**config.mk**
```make
export PLATFORM = sky130hd
export DESIGN_NAME = swm_cell
export DESIGN_NICKNAME = d
export VERILOG_FILES = /design/src/sv/swm_pkg.sv /design/src/sv/swm_cell.sv
export SDC_FILE = /design/constraint.sdc
export NUM_CORES = 1
export LEC_CHECK = 0
export ABC_CLOCK_PERIOD_IN_PS = 8300
export BUFFER_PORTS_ARGS = -buffer_cell sky130_fd_sc_hd__clkbuf_2
export CAP_MARGIN = 5
export CORE_MARGIN = 3
export CORE_UTILIZATION = 50
export CTS_CLUSTER_DIAMETER = 150
export DETAILED_ROUTE_END_ITERATION = 10
export GPL_TIMING_DRIVEN = 0
export PLACE_DENSITY = 0.85
export SLEW_MARGIN = 5
export SYNTH_ARGS = -nofsm -noshare
export SYNTH_HDL_FRONTEND = slang
export SYNTH_SLANG_ARGS = --single-unit
```
**constraint.sdc**
```tcl
create_clock -name clk -period 8.3 [get_ports clk]
set_input_delay 1.66 -clock clk [delete_from_list [all_inputs] [get_ports clk]]
set_output_delay 1.66 -clock clk [all_outputs]
set_load 0.05 [all_outputs]
```
**src/sv/swm_pkg.sv**
```systemverilog
`timescale 1ns / 1ps
package swm_pkg;

  localparam int WINDOW_MAX_DEF  = 64;
  localparam int SAMPLE_BITS_DEF = 16;

  localparam int              WIN_LEN_W   = 7;
  localparam logic [WIN_LEN_W-1:0] WIN_LEN_RST = WIN_LEN_W'(3);

endpackage

```
**src/sv/swm_cell.sv**
```systemverilog
`timescale 1ns / 1ps
module swm_cell import swm_pkg::*; #(
  parameter int SAMPLE_BITS = SAMPLE_BITS_DEF
) (
  input  logic                          clk,
  input  logic                          en,
  input  logic signed [SAMPLE_BITS-1:0] sample_i,
  input  logic signed [SAMPLE_BITS-1:0] prev_i,
  output logic signed [SAMPLE_BITS-1:0] pm_o
);

  // pm = max of the newest samples up to this cell's age
  logic signed [SAMPLE_BITS-1:0] pm_r;
  logic signed [SAMPLE_BITS-1:0] pm_nxt;

  assign pm_nxt = (prev_i > sample_i) ? prev_i : sample_i;

  always_ff @(posedge clk) begin
    if (en) begin
      pm_r <= pm_nxt;
    end
  end

  assign pm_o = pm_r;

endmodule

```
==> flow_summary.yaml <==
floorplanning:
  dieWidth_um: 54.3
  design.die.area_mm2: 0.00295
  initial_core_util_pct: 56.1
  die_y_um: 54.3
  design.portCount: 50
  core_mm2: 0.00208
  floorplan.rows: 16
synthesis:
  ys.warnings.count: 0
  synth_cell_types: 19
  avg_synthesized_cell_area_um2: 12.4
  register_bit_count_reported_by_yosys: 16
  total_standard_cell_area_after_synthesis_mm2: 0.00117
  synthesis.nets: 144
  netlist_instances: 94
  seq_area_frac_synth_pct: 41.2
drt:
  wire_per_inst_um: 13.2
  drt.antenna.violating_nets: 0
  route.detailed.vias_per_inst: 5.03
  detailedRoute.firstPassIterationCount: 2
  drt_first_iter_violations: 5
  total_via_count_in_the_routed_design: 876
  drt_drc_violations_left: 0
  routed_wl_um: 2290
final_layout:
  layout.cells.most_common: "sky130_fd_sc_hd__clkbuf_2"
  areaGrowthSynthToFinish_pct: 26.2
  drive_above_1_share_pct: 50.3
  utilization_of_the_core_after_routing_pct: 70.7
  most-common-layout-cells: "sky130_fd_sc_hd__clkbuf_2, sky130_fd_sc_hd__inv_1, sky130_fd_sc_hd__ha_1, sky130_fd_sc_hd__edfxtp_1, sky130_fd_sc_hd__mux2_4"
  finalNetCount: 198
  instances_no_fill: 174
  antenna_cells_inserted: 0
  largest_register_ff_count: 16
grt:
  grt_start_max_net_pins: 17
  grtUsageTotal_pct: 17.3
  grt_pass1_wl_um: 3640
  antenna_found_initial: 0
  gr_overflow_total: 0
  via_count_of_the_first_global_routing_pass: 941
clock_network:
  cts.sink_count: 16
  ctsHoldBuffers: 0
  cts.repair.resized: 0
  cts_max_path_buffers: 2
  post-cts-setup-buffers: 0
  cts_tree: "done"
  tritoncts.num_buffers: 3
  clockRootBuffer: "sky130_fd_sc_hd__clkbuf_4"
  clkTransAtPathRegs_ns: 0.10
  htree_levels: 1
worst_setup_path:
  cpMostUsedCell: "sky130_fd_sc_hd__or4_4"
  data_arrival_time_of_the_critical_path_ns: 4.28
  critPathCaptureType: "register"
  timing.critical_path.max_delay_family: "simple AND/OR/NAND/NOR gates"
  criticalPathCategory: "in2reg"
  worst_setup_path_start_kind: "input port"
  data_required_time_at_the_worst_endpoint_ns: 8.35
  timing.critical_path.slowest_cell_delay_ns: 0.55
  cp_max_fo: 10
  timing.critical_path.cells: "clkbuf_2 > inv_1 > ha_1 > nand2_1 > or4_4 > or4_4 > nand3_2 > mux2i_4 > buf_12 > mux2_4"
  worstPathBufferInverterCount: 3
  slowest_stage: "sky130_fd_sc_hd__or4_4"
place:
  port_buffers: 49
  post_detail_place_hpwl_um: 1920
  routabilityCongestion: 0.782
  place_inst: 170
timing:
  timing.fmax_ghz: 0.237
  fin_tns_setup_ns: 0
  final-setup-viol-count: 0
  maxSlewViolCount: 0
  finalHoldViolCount: 0
  tightest_slew_ns: 0.427
  period_needed_ns: 4.23
  worst_slack_on_hold_paths_ns: 1.68
  worst_slew_margin_rel_pct: 71.5
  rsz0062_at_grt: "false"
  min_period_over_period_pct: 50.9
status:
  run_status: "completed"
power:
  power.density_mw_per_mm2: 167
  irDropWorstVdd_v: 0.000118
  static-leakage-power_nw: 0.763
flow_run:
  drv.max_cap_violation_count: 0
worst_hold_path:
  min_path_type: "in2reg"
path summary, 6_finish.rpt:
path | from | to | slack [ns] | depth (start not counted)
worst min-delay path | sample_i[14] | pm_o[14]$_DFFE_PP_ | 1.68 | 2
worst max-delay path | sample_i[11] | pm_o[8]$_DFFE_PP_ | 4.07 | 10
cells in the mapped netlist, drive strengths merged:
| cell | instances | area share (%) |
|---|---|---|
| nor4 | 2 | 1.1 |
| a311oi | 1 | 0.75 |
| mux2i | 1 | 1.9 |
| buf | 1 | 1.7 |
| nand2 | 6 | 1.9 |
| and2b | 1 | 0.75 |
| o21bai | 2 | 1.3 |
| ha | 16 | 17 |
| a21boi | 1 | 0.64 |
| nand3 | 2 | 1.3 |
| o21ai | 1 | 0.43 |
| inv | 18 | 5.8 |
| a21oi | 7 | 3.0 |
| or4 | 2 | 1.9 |
| mux2 | 16 | 19 |
| edfxtp | 16 | 41 |
| nand4 | 1 | 0.54 |
logic make-up after synthesis:
group,synth area share [%]
fa+ha+maj,17.1
mux,20.6
buf+inv,7.50
compound gates,6.11
simple gates,7.50
flops,41.2
where the power goes:
group,internal (mW),switching [mW],total [mW]
clock network,0.0175,0.0265,0.0440
registers,0.101,0.00239,0.103
logic,0.0380,0.0611,0.0992
total,0.157,0.0900,0.247
per-layer routing:
layer / global-route usage, % / part of all wire (%)
met4: 7.88 / 1.2
met1: 17.6 / 38
met2: 33.7 / 55
met3: 3.00 / 6.2
met5: 0 / 0
cell type report:
| type | count | area [µm²] |
|---|---|---|
| Tap cell | 27 | 33.8 |
| Timing Repair Buffer | 49 | 245 |
| Fill cell | 165 | 609 |
| Buffer | 1 | 20.0 |
| Clock inverter | 1 | 3.75 |
| Inverter | 18 | 67.6 |
| Multi-Input combinational cell | 59 | 599 |
| Clock buffer | 3 | 22.5 |
| Sequential cell | 16 | 480 |
per-stage QoR:
stage / cell area (µm²) / power (mW) / setup slack [ns]
after floorplan: 1170 / 0.179 / 4.03
after detailed placement: 1450 / 0.206 / 3.75
after global routing: 1470 / 0.259 / 4.00
after CTS: 1470 / 0.250 / 4.06
after global placement: 1450 / 0.202 / 3.80
final: 1470 / 0.247 / 4.07
Power figures use the tool's default switching activity.
